==> src/rtl/core/tted_pkg.sv <==
// shared types, constants and helpers for the threshold trigger block
package tted_pkg;

    localparam int LANES       = 4;
    localparam int VALUE_WIDTH = 32;
    localparam int TIME_W      = 32;
    localparam int THR_W       = 32;
    localparam int TOL_W       = 16;
    localparam int DELAY_W     = 32;
    localparam int CFG_IDX_W   = 3;
    localparam int CFG_DATA_W  = 32;
    localparam int PHASE_W     = 2;

    // compare width: widest operand plus room for the tolerance sums
    localparam int CMP_W = ((VALUE_WIDTH > THR_W) ? VALUE_WIDTH : THR_W) + 2;

    localparam int IN_BITS  = TIME_W + LANES + LANES * VALUE_WIDTH;
    localparam int IN_W     = ((IN_BITS + 7) / 8) * 8;
    localparam int OUT_BITS = 2 + LANES + PHASE_W;
    localparam int OUT_W    = ((OUT_BITS + 7) / 8) * 8;

    typedef enum logic [2:0] {
        RULE_GT = 3'd0,
        RULE_GE = 3'd1,
        RULE_LT = 3'd2,
        RULE_LE = 3'd3,
        RULE_EQ = 3'd4,
        RULE_NE = 3'd5
    } t_rule;

    typedef enum logic [1:0] {
        EDGE_LEVEL = 2'd0,
        EDGE_RISE  = 2'd1,
        EDGE_FALL  = 2'd2,
        EDGE_BOTH  = 2'd3
    } t_edge_mode;

    typedef enum logic [PHASE_W-1:0] {
        PH_INIT  = 2'd0,
        PH_EVAL  = 2'd1,
        PH_TIMER = 2'd2,
        PH_TRIG  = 2'd3
    } t_phase;

    typedef enum logic [CFG_IDX_W-1:0] {
        REG_THRESHOLD = 3'd0,
        REG_TOLERANCE = 3'd1,
        REG_RULE      = 3'd2,
        REG_EDGE_MODE = 3'd3,
        REG_COMBINE   = 3'd4,
        REG_DELAY     = 3'd5
    } t_reg_idx;

    typedef struct packed {
        logic signed [CMP_W-1:0] thr;
        logic signed [CMP_W-1:0] hi;
        logic signed [CMP_W-1:0] lo;
        t_rule                   rule;
    } t_lane_cfg;

    typedef struct packed {
        t_edge_mode         edge_mode;
        logic               all_mode;
        logic [DELAY_W-1:0] delay_ticks;
    } t_ctrl_cfg;

    typedef struct packed {
        logic [PHASE_W-1:0] phase;
        logic [LANES-1:0]   match_mask;
        logic               cond;
        logic               fired;
    } t_result;

    // threshold register read as a sample-width signed value
    function automatic logic signed [CMP_W-1:0] thr_extend(input logic [THR_W-1:0] v);
        logic signed [CMP_W-1:0] x;
        logic                    sgn;
        sgn = 1'b0;
        x   = '0;
        for (int i = 0; i < THR_W; i++) begin
            if (i == VALUE_WIDTH - 1) begin
                sgn = v[i];
            end
        end
        for (int i = 0; i < CMP_W; i++) begin
            if (i < VALUE_WIDTH) begin
                if (i < THR_W) begin
                    x[i] = v[i];
                end else begin
                    x[i] = 1'b0;
                end
            end else begin
                x[i] = sgn;
            end
        end
        return x;
    endfunction

endpackage

==> src/rtl/core/tted_cfg.sv <==
// configuration registers and precomputed tolerance bounds
module tted_cfg import tted_pkg::*; (
    input  logic                  i_clk,
    input  logic                  i_rst_n,
    input  logic                  i_cfg_valid,
    output logic                  o_cfg_ready,
    input  logic [CFG_IDX_W-1:0]  i_cfg_index,
    input  logic [CFG_DATA_W-1:0] i_cfg_data,
    output t_lane_cfg             o_lane_cfg,
    output t_ctrl_cfg             o_ctrl_cfg
);

    logic [THR_W-1:0]   r_thr;
    logic [TOL_W-1:0]   r_tol;
    t_rule              r_rule;
    t_edge_mode         r_edge_mode;
    logic               r_all_mode;
    logic [DELAY_W-1:0] r_delay;
    t_lane_cfg          r_lane_cfg;
    logic signed [CMP_W-1:0] w_thr;
    logic signed [CMP_W-1:0] w_tol;

    assign o_cfg_ready = 1'b1;

    always_ff @(posedge i_clk) begin
        if (!i_rst_n) begin
            r_thr       <= '0;
            r_tol       <= TOL_W'(1);
            r_rule      <= RULE_GT;
            r_edge_mode <= EDGE_LEVEL;
            r_all_mode  <= 1'b0;
            r_delay     <= '0;
        end else if (i_cfg_valid) begin
            case (t_reg_idx'(i_cfg_index))
                REG_THRESHOLD: r_thr       <= i_cfg_data[THR_W-1:0];
                REG_TOLERANCE: r_tol       <= i_cfg_data[TOL_W-1:0];
                REG_RULE:      r_rule      <= t_rule'(i_cfg_data[2:0]);
                REG_EDGE_MODE: r_edge_mode <= t_edge_mode'(i_cfg_data[1:0]);
                REG_COMBINE:   r_all_mode  <= i_cfg_data[0];
                REG_DELAY:     r_delay     <= i_cfg_data[DELAY_W-1:0];
                default: ;
            endcase
        end
    end

    assign w_thr = thr_extend(r_thr);
    assign w_tol = CMP_W'(signed'({1'b0, r_tol}));

    // bounds follow the registers in the next cycle, well inside the idle gap
    always_ff @(posedge i_clk) begin
        r_lane_cfg.thr  <= w_thr;
        r_lane_cfg.hi   <= w_thr + w_tol;
        r_lane_cfg.lo   <= w_thr - w_tol;
        r_lane_cfg.rule <= r_rule;
    end

    assign o_lane_cfg = r_lane_cfg;
    assign o_ctrl_cfg = '{edge_mode: r_edge_mode, all_mode: r_all_mode, delay_ticks: r_delay};

endmodule

==> src/rtl/core/tted_lane.sv <==
// one entity lane: sample against threshold under the selected rule
module tted_lane import tted_pkg::*; (
    input  logic signed [VALUE_WIDTH-1:0] i_sample,
    input  t_lane_cfg                     i_cfg,
    output logic                          o_match
);

    logic signed [CMP_W-1:0] w_a;
    logic                    w_near;

    assign w_a    = CMP_W'(i_sample);
    assign w_near = (w_a == i_cfg.thr) || ((w_a > i_cfg.lo) && (w_a < i_cfg.hi));

    always_comb begin
        case (i_cfg.rule)
            RULE_GT: o_match = w_a > i_cfg.hi;
            RULE_GE: o_match = w_a >= i_cfg.lo;
            RULE_LT: o_match = w_a < i_cfg.lo;
            RULE_LE: o_match = w_a <= i_cfg.hi;
            RULE_EQ: o_match = w_near;
            RULE_NE: o_match = !w_near;
            default: o_match = 1'b0;
        endcase
    end

endmodule

==> src/rtl/core/tted_merge.sv <==
// lane merge with early stop, edge qualifier, delay timer and phase state
module tted_merge import tted_pkg::*; (
    input  logic              i_clk,
    input  logic              i_rst_n,
    input  logic              i_upd,
    input  logic [TIME_W-1:0] i_time,
    input  logic [LANES-1:0]  i_active,
    input  logic [LANES-1:0]  i_res,
    input  t_ctrl_cfg         i_cfg,
    output t_result           o_result
);

    t_phase              r_phase;
    t_phase              n_phase;
    t_phase              w_ph1;
    logic                r_last;
    logic                n_last;
    logic [TIME_W-1:0]   r_timer_start;
    logic [TIME_W-1:0]   n_timer_start;
    logic [LANES-1:0]    w_hit;
    logic [LANES-1:0]    w_miss;
    logic [LANES-1:0]    w_stop;
    logic [LANES-1:0]    w_mask;
    logic                w_seen;
    logic                w_cond;
    logic                w_trig;
    logic                w_fired;
    logic [TIME_W-1:0]   w_elapsed;

    always_ff @(posedge i_clk) begin
        if (!i_rst_n) begin
            r_phase       <= PH_INIT;
            r_last        <= 1'b0;
            r_timer_start <= '0;
        end else if (i_upd) begin
            r_phase       <= n_phase;
            r_last        <= n_last;
            r_timer_start <= n_timer_start;
        end
    end

    always_comb begin
        w_hit  = i_active & i_res;
        w_miss = i_active & ~i_res;
        w_stop = i_cfg.all_mode ? w_miss : w_hit;
        // scan from lane 0, stop at first deciding lane
        w_seen = 1'b0;
        w_mask = '0;
        for (int i = 0; i < LANES; i++) begin
            w_mask[i] = w_hit[i] & ~w_seen;
            w_seen    = w_seen | w_stop[i];
        end
        w_cond = i_cfg.all_mode ? ((|i_active) & ~(|w_miss)) : (|w_hit);

        case (i_cfg.edge_mode)
            EDGE_LEVEL: w_trig = w_cond;
            EDGE_RISE:  w_trig = (r_phase == PH_EVAL) & w_cond & ~r_last;
            EDGE_FALL:  w_trig = (r_phase == PH_EVAL) & ~w_cond & r_last;
            EDGE_BOTH:  w_trig = (r_phase == PH_EVAL) & (w_cond ^ r_last);
            default:    w_trig = 1'b0;
        endcase

        w_elapsed     = i_time - r_timer_start;
        w_ph1         = (r_phase == PH_INIT) ? PH_EVAL : r_phase;
        n_phase       = r_phase;
        n_last        = r_last;
        n_timer_start = r_timer_start;
        w_fired       = 1'b0;

        if (r_phase == PH_TIMER) begin
            // no evaluation while the delay runs
            if (w_elapsed > i_cfg.delay_ticks) begin
                n_phase = PH_TRIG;
                w_fired = 1'b1;
            end
        end else begin
            n_last = w_cond;
            if ((i_cfg.delay_ticks != '0) && w_trig && (w_ph1 == PH_EVAL)) begin
                n_timer_start = i_time;
                n_phase       = PH_TIMER;
            end else if (w_trig) begin
                n_phase = PH_TRIG;
                w_fired = 1'b1;
            end else begin
                n_phase = w_ph1;
            end
        end

        o_result.fired      = w_fired;
        o_result.cond       = (r_phase == PH_TIMER) ? 1'b0 : w_cond;
        o_result.match_mask = (r_phase == PH_TIMER) ? '0 : w_mask;
        o_result.phase      = n_phase;
    end

`ifndef ASSERT_OFF
    a_fire_enters_trig: assert property (@(posedge i_clk) disable iff (!i_rst_n)
        (i_upd && o_result.fired) |=> (r_phase == PH_TRIG))
        else $error("fired word did not leave the block in triggered phase");

    a_timer_quiet: assert property (@(posedge i_clk) disable iff (!i_rst_n)
        (i_upd && (r_phase == PH_TIMER)) |-> (!o_result.cond && (o_result.match_mask == '0)))
        else $error("lane results leaked while delay running");

    a_reset_state: assert property (@(posedge i_clk)
        !i_rst_n |=> ((r_phase == PH_INIT) && !r_last))
        else $error("state not cleared by reset");

    a_hold_idle: assert property (@(posedge i_clk) disable iff (!i_rst_n)
        !i_upd |=> ($stable(r_phase) && $stable(r_timer_start)))
        else $error("state changed without a word");
`endif

endmodule

==> src/rtl/core/threshold_trigger_edge_delay.sv <==
// Threshold trigger with parallel entity lanes, edge qualifier and delay timer.
// Takes one word per clock and returns one result word per input word, in order;
// each word passes an input register, a lane compare register and a result
// register. The four lane comparators are combinational and the merge acts on
// each word as it enters the result register, so the sustained rate is one word
// per cycle while the output side takes words. Configuration writes reach the
// lanes via a bound register and are expected only while no word is in flight.
module threshold_trigger_edge_delay import tted_pkg::*; (
    input  logic                  i_clk,
    input  logic                  i_rst_n,
    input  logic                  i_cfg_valid,
    output logic                  o_cfg_ready,
    input  logic [CFG_IDX_W-1:0]  i_cfg_index,
    input  logic [CFG_DATA_W-1:0] i_cfg_data,
    input  logic                  s_axis_tvalid,
    output logic                  s_axis_tready,
    // tick_time, active_mask, sample_lane0 .. sample_lane3, zero pad
    input  logic [IN_W-1:0]       s_axis_tdata,
    output logic                  m_axis_tvalid,
    input  logic                  m_axis_tready,
    // fired, condition_now, match_mask, phase_out, zero pad
    output logic [OUT_W-1:0]      m_axis_tdata
);

    t_lane_cfg w_lane_cfg;
    t_ctrl_cfg w_ctrl_cfg;

    logic                          r_v1;
    logic [TIME_W-1:0]             r_time1;
    logic [LANES-1:0]              r_active1;
    logic signed [VALUE_WIDTH-1:0] r_samp1 [LANES];
    logic [LANES-1:0]              w_res;

    logic                          r_v2;
    logic [TIME_W-1:0]             r_time2;
    logic [LANES-1:0]              r_active2;
    logic [LANES-1:0]              r_res2;

    logic                          r_vo;
    t_result                       r_out;
    t_result                       w_result;

    logic w_rdy1;
    logic w_rdy2;
    logic w_rdy_o;

    tted_cfg u_cfg (
        .i_clk       (i_clk),
        .i_rst_n     (i_rst_n),
        .i_cfg_valid (i_cfg_valid),
        .o_cfg_ready (o_cfg_ready),
        .i_cfg_index (i_cfg_index),
        .i_cfg_data  (i_cfg_data),
        .o_lane_cfg  (w_lane_cfg),
        .o_ctrl_cfg  (w_ctrl_cfg)
    );

    // stages advance whenever the stage after them is empty or moving
    assign w_rdy_o       = !r_vo || m_axis_tready;
    assign w_rdy2        = !r_v2 || w_rdy_o;
    assign w_rdy1        = !r_v1 || w_rdy2;
    assign s_axis_tready = w_rdy1;

    always_ff @(posedge i_clk) begin
        if (!i_rst_n) begin
            r_v1 <= 1'b0;
            r_v2 <= 1'b0;
            r_vo <= 1'b0;
        end else begin
            if (w_rdy1) begin
                r_v1 <= s_axis_tvalid;
            end
            if (w_rdy2) begin
                r_v2 <= r_v1;
            end
            if (w_rdy_o) begin
                r_vo <= r_v2;
            end
        end
    end

    always_ff @(posedge i_clk) begin
        if (w_rdy1 && s_axis_tvalid) begin
            r_time1   <= s_axis_tdata[TIME_W-1:0];
            r_active1 <= s_axis_tdata[TIME_W +: LANES];
            for (int i = 0; i < LANES; i++) begin
                r_samp1[i] <= s_axis_tdata[TIME_W + LANES + i * VALUE_WIDTH +: VALUE_WIDTH];
            end
        end
        if (w_rdy2 && r_v1) begin
            r_time2   <= r_time1;
            r_active2 <= r_active1;
            r_res2    <= w_res;
        end
        if (w_rdy_o && r_v2) begin
            r_out <= w_result;
        end
    end

    for (genvar g = 0; g < LANES; g++) begin : g_lane
        tted_lane u_lane (
            .i_sample (r_samp1[g]),
            .i_cfg    (w_lane_cfg),
            .o_match  (w_res[g])
        );
    end

    tted_merge u_merge (
        .i_clk    (i_clk),
        .i_rst_n  (i_rst_n),
        .i_upd    (r_v2 && w_rdy_o),
        .i_time   (r_time2),
        .i_active (r_active2),
        .i_res    (r_res2),
        .i_cfg    (w_ctrl_cfg),
        .o_result (w_result)
    );

    assign m_axis_tvalid = r_vo;
    assign m_axis_tdata  = OUT_W'({r_out.phase, r_out.match_mask, r_out.cond, r_out.fired});

endmodule
==> config.mk <==
export PLATFORM = sky130hd
export DESIGN_NAME = threshold_trigger_edge_delay
export DESIGN_NICKNAME = d
export VERILOG_FILES = /design/src/rtl/core/tted_pkg.sv /design/src/rtl/core/tted_cfg.sv /design/src/rtl/core/tted_lane.sv /design/src/rtl/core/tted_merge.sv /design/src/rtl/core/threshold_trigger_edge_delay.sv
export SDC_FILE = /design/constraint.sdc
export NUM_CORES = 1
export LEC_CHECK = 0
export ABC_CLOCK_PERIOD_IN_PS = 10300
export BUFFER_PORTS_ARGS = -buffer_cell sky130_fd_sc_hd__buf_2
export CORE_ASPECT_RATIO = 1.5
export CORE_MARGIN = 8
export CORE_UTILIZATION = 56
export CTS_CLUSTER_DIAMETER = 40
export DETAILED_ROUTE_END_ITERATION = 8
export GPL_TIMING_DRIVEN = 1
export PLACE_DENSITY = 0.84
export SLEW_MARGIN = 20
export SYNTH_ARGS = -nofsm -noshare
export SYNTH_HDL_FRONTEND = slang
export SYNTH_HIERARCHICAL = 1
export SYNTH_SLANG_ARGS = --single-unit
==> constraint.sdc <==
create_clock -name i_clk -period 10.3 [get_ports i_clk]
set_input_delay 0.515 -clock i_clk [delete_from_list [all_inputs] [get_ports i_clk]]
set_output_delay 0.515 -clock i_clk [all_outputs]
set_load 0.01 [all_outputs]
==> impl.org <==
** Run status
- The run finished with clean final reports.

** Yosys
- During synthesis, Yosys emitted a total of 6 warnings.
- Number of library cell types mapped by synthesis :: 97
- Count of mapped cells out of synthesis :: 2947
- Portion of the post-synthesis area used by sequential elements :: 0.3883
- Yosys reg bits :: 436
- Mapped cell area :: 27940 sq um
- Average footprint of a synthesized cell :: 9.481 sq um
- Flip-flop cell with the highest count after synthesis :: sky130_fd_sc_hd__dfxtp_1
- Number of synthesized flops with an enable pin :: 212
- Number of nets in the synthesized netlist :: 3525
- After synthesis, the share of flip-flops with an asynchronous set or reset is 0.

** Detailed routing
- Via Count :: 22390
- Using the TritonRoute via totals, the vias-per-cell ratio works out to 5.836.
- Routed Wire Length :: 83510 microns
- Initial DRC Count :: 1400
- Remaining DRCs :: 0
- Detail Route Antenna Nets :: 0
- For this run, the detailed router's first-pass iteration total came to 5.
- Dividing the detail-routed wire length by the instance count gives 21.76 microns.

** Clock tree
- TritonCTS created 47 clock buffers.
- Buffers inserted to repair hold after CTS numbered 0.
- The tree is rooted in a sky130_fd_sc_hd__clkbuf_16.
- Post-CTS resize count :: 0
- Clock latency on the worst-skew pair :: 0.59 ns
- Clock-pin slew was measured on the worst setup and hold paths at 0.07 ns.
- CTS sink cnt :: 436
- CTS tree :: done
- In this run the post-CTS setup repair buffer count came out at 0.
- The H-tree generated during clock tree synthesis spans 2 levels.
- Maximum clock insertion buffer count :: 3

** STA
- Count of pins over their slew limit :: 0
- Counting I/O delays and the setup requirement, the final critical path takes 4.861 ns.
- Setup total negative slack on the finished layout was measured at 0 ns.
- At the pin with the least slew margin, the transition time is 1.164 ns.
- Derived from the worst setup path, the maximum achievable clock frequency is 205.7 MHz.
- Setup repair after global routing left no endpoint under its margin.
- The clock arrives with 0.02864 ns of skew.
- Period utilization :: 0.4720
- Worst relative slew slack :: 0.2165
- On the final layout, the worst hold slack is 0.09058 ns.
- Final number of setup-violating endpoints :: 0
- Final Hold Fails :: 0

** Setup path
- Critical Path Source Type :: flop
- For the worst setup path, the data required time is 10.80 ns.
- In this design, the critical path's most frequently occurring cell is sky130_fd_sc_hd__a21oi_1.
- Startpoint of the worst setup timing path :: r_time2[0]
- Depth of the most critical reg-to-reg path :: 19
- The startpoint identified for the worst register-to-register timing path is r_time2[0].
- CP max stage cell :: sky130_fd_sc_hd__nor4_1
- Critical Path Sink Type :: flop
- Reg-to-reg endpoint :: u_merge/r_phase[0]
- The critical path in this run is classified as flop to flop.
- In this run the worst path has a maximum fanout of 3.
- In this design, the largest share of critical-path delay is due to compound AO/OA/AOI/OAI gates.
- For the worst setup path, the data arrival time is 5.36 ns.
- In this design, the stage delay of the slowest critical-path cell is 0.48 ns.
- Logic depth of the worst path, buffers included :: 19
- CP endpoint :: u_merge/r_phase[0]
- Ordered list of cells on the worst path :: inv_1, ha_1, inv_1, fa_1, a211oi_1, nor4_1, o21ai_0, a21oi_1, o21ai_0, a21oi_1, nor3_1, xnor2_1, ha_1, nand4_1, nor4_1, o21ai_0, a21oi_1, nor2_1, a21oi_1
- Together, buffers and inverters on the worst path number 2.
- Flop2flop setup slack :: 5.44 ns

** Global routing
- Initial antenna violation count :: 8
- Across every metal layer, demand over resource in global routing totals 0.2861.
- Overflow left after global routing :: 0
- The first global-routing pass estimated 123600 microns of wire.
- The via count of the first global-routing pass is 22530.
- Maximum number of pins on one net before global-route repair :: 125

** Flow run
- Number of max-cap violations :: 0

** Hold path
- Worst hold path class :: input pin to flop
- Hold path startpoint :: s_axis_tdata[74]

** Final layout
- Net total in the final layout :: 3710
- For this run, the share of the core covered by cells in the final layout is 0.6281.
- Commonest cells after routing, fill and taps aside :: 404 x sky130_fd_sc_hd__inv_1, 367 x sky130_fd_sc_hd__ha_1, 295 x sky130_fd_sc_hd__nand2_1
- Ratio of cells with drive above 1 in the final layout :: 0.1151
- The library cell used most frequently in the layout, excluding fill and tap cells, is sky130_fd_sc_hd__inv_1.
- From synthesis to final layout, the design area changed by 11.10%.

** Floorplanning
- Initial core utilization :: 0.5653
- Core ar. :: 49420 sq um
- Top-Level Pins :: 219
- The floorplan step defined a die boundary enclosing 57440 sq um.
- The die is 198.4 microns wide.
- The floorplan has 100 rows.
- The die is 289.6 microns tall.

** Placed design
- During placement, the flow inserted port buffers numbering 213.
- DPL Wire Length :: 67080 microns
- Gpl congestion :: 1.062

** Power and ir drop
- Peak ir drop on the vdd network :: 0.1565 mV
- The analysis attributes to cell leakage a power of 0.01325 uW.
- For this design the ratio of total power to cell area is 156.3 nW/um^2.
==> report_power, final <==
group	internal, uW	leakage (uW)	total, uW	switching, uW
logic	442	0.00858	1070	626
clock network	951	0.000785	1680	725
registers	1950	0.00388	2110	163
total	3340	0.0132	4850	1510
==> cell families after synthesis <==
logic type | after synthesis | share of synthesized area
xor gates and xnor gates | 206 | 0.06457
and+or+nand+nor | 828 | 0.1529
adders and majority gates | 370 | 0.1665
muxes | 40 | 0.01455
other | 1 | 0.0001342
DFF | 436 | 0.3883
AOI/OAI and AO/OA | 572 | 0.1408
buffers and inverters | 494 | 0.07219
==> worst reg2reg max path: cells and delay by family, from the launching register on <==
family                     cells  cell delay, ns
adders and majority gates      3            0.87
AOI/OAI and AO/OA              8            2.16
buffers and inverters          2            0.13
xor gates and xnor gates       1            0.10
DFF                            1            0.41
and+or+nand+nor                5            1.12
==> worst min path at each step <==
stage	endpoint	slack (ns)	cells past startpoint
3_5_place_dp	u_cfg/o_lane_cfg[0]	0.34	0
2_1_floorplan	u_cfg/o_lane_cfg[89]	0.33	0
5_1_grt	r_samp1[3][10]	0.07	1
3_3_place_gp	u_cfg/o_lane_cfg[0]	0.34	0
4_1_cts	r_samp1[1][9]	0.06	1
6_report	r_samp1[1][6]	0.09	1
==> synthesized netlist by cell type (all sizes together), types with 6 or more instances <==
| library cell | number | area share |
|---|---|---|
| edfxtp | 212 | 0.23 |
| or3 | 15 | 0.0034 |
| o2111ai | 9 | 0.0028 |
| a221oi | 12 | 0.0040 |
| and4 | 23 | 0.0073 |
| nor4b | 6 | 0.0019 |
| xnor2 | 110 | 0.034 |
| nor2 | 113 | 0.015 |
| clkbuf | 53 | 0.0073 |
| nand2b | 10 | 0.0022 |
| and2 | 6 | 0.0014 |
| nand2 | 295 | 0.040 |
| xor2 | 96 | 0.030 |
| a211oi | 13 | 0.0048 |
| nand3 | 63 | 0.011 |
| o21bai | 19 | 0.0051 |
| a31oi | 16 | 0.0036 |
| and3 | 24 | 0.0054 |
| a311oi | 6 | 0.0019 |
| o22ai | 10 | 0.0025 |
| or2 | 10 | 0.0022 |
| o21ai | 88 | 0.016 |
| buf | 34 | 0.010 |
| o211ai | 14 | 0.0038 |
| nand4 | 75 | 0.017 |
| nor4 | 43 | 0.013 |
| dfxtp | 224 | 0.16 |
| nor3b | 9 | 0.0024 |
| a21oi | 149 | 0.027 |
| a21o | 47 | 0.013 |
| inv | 407 | 0.055 |
| nor2b | 63 | 0.014 |
| ha | 367 | 0.16 |
| o31ai | 19 | 0.0051 |
| mux2i | 38 | 0.014 |
| a221o | 9 | 0.0032 |
| a21boi | 86 | 0.023 |
| o21a | 26 | 0.0070 |
| nor3 | 47 | 0.0090 |
| or4 | 12 | 0.0039 |
==> layer usage <==
metal,GRT usage,part of all wire
met5,0,0.00023
met4,0.2722,0.11
met3,0.04589,0.056
met2,0.5084,0.49
met1,0.2786,0.34
==> flip-flops by register name (all words and copies together) (netlist names), 3 cells and up <==
name,flops
r_active1,4
u_cfg/r_thr,32
u_cfg/r_tol,16
r_time2,32
u_cfg/r_delay,32
m_axis_tdata,8
r_res2,4
u_cfg/o_lane_cfg,100
r_samp1,128
u_cfg/r_rule,3
u_merge/r_timer_start,32
r_active2,4
r_time1,32
==> layout make-up <==
cell class / count / area [sq um]
Antenna cell: 4 / 10.01
Clock buffer: 64 / 1365
Clock inverter: 23 / 200.2
Fill cell: 4089 / 18380
Inverter: 407 / 1528
Multi-Input combinational cell: 2017 / 15100
Sequential cell: 436 / 10850
Tap cell: 663 / 829.5
Timing Repair Buffer: 223 / 1154
==> through the flow <==
| step | setup WS [ns] | cells | power (uW) | area, sq um |
|---|---|---|---|---|
| after floorplan | 0.9401 | 2947 | 2821 | 27940 |
| after global placement | 5.613 | 3745 | 3142 | 29440 |
| after detailed placement | 5.596 | 3745 | 3178 | 29440 |
| after CTS | 5.520 | 3832 | 4866 | 31010 |
| after global routing | 5.167 | 3835 | 5084 | 31040 |
| final | 5.439 | 3837 | 4853 | 31040 |
(Power assumes the default switching activity.)
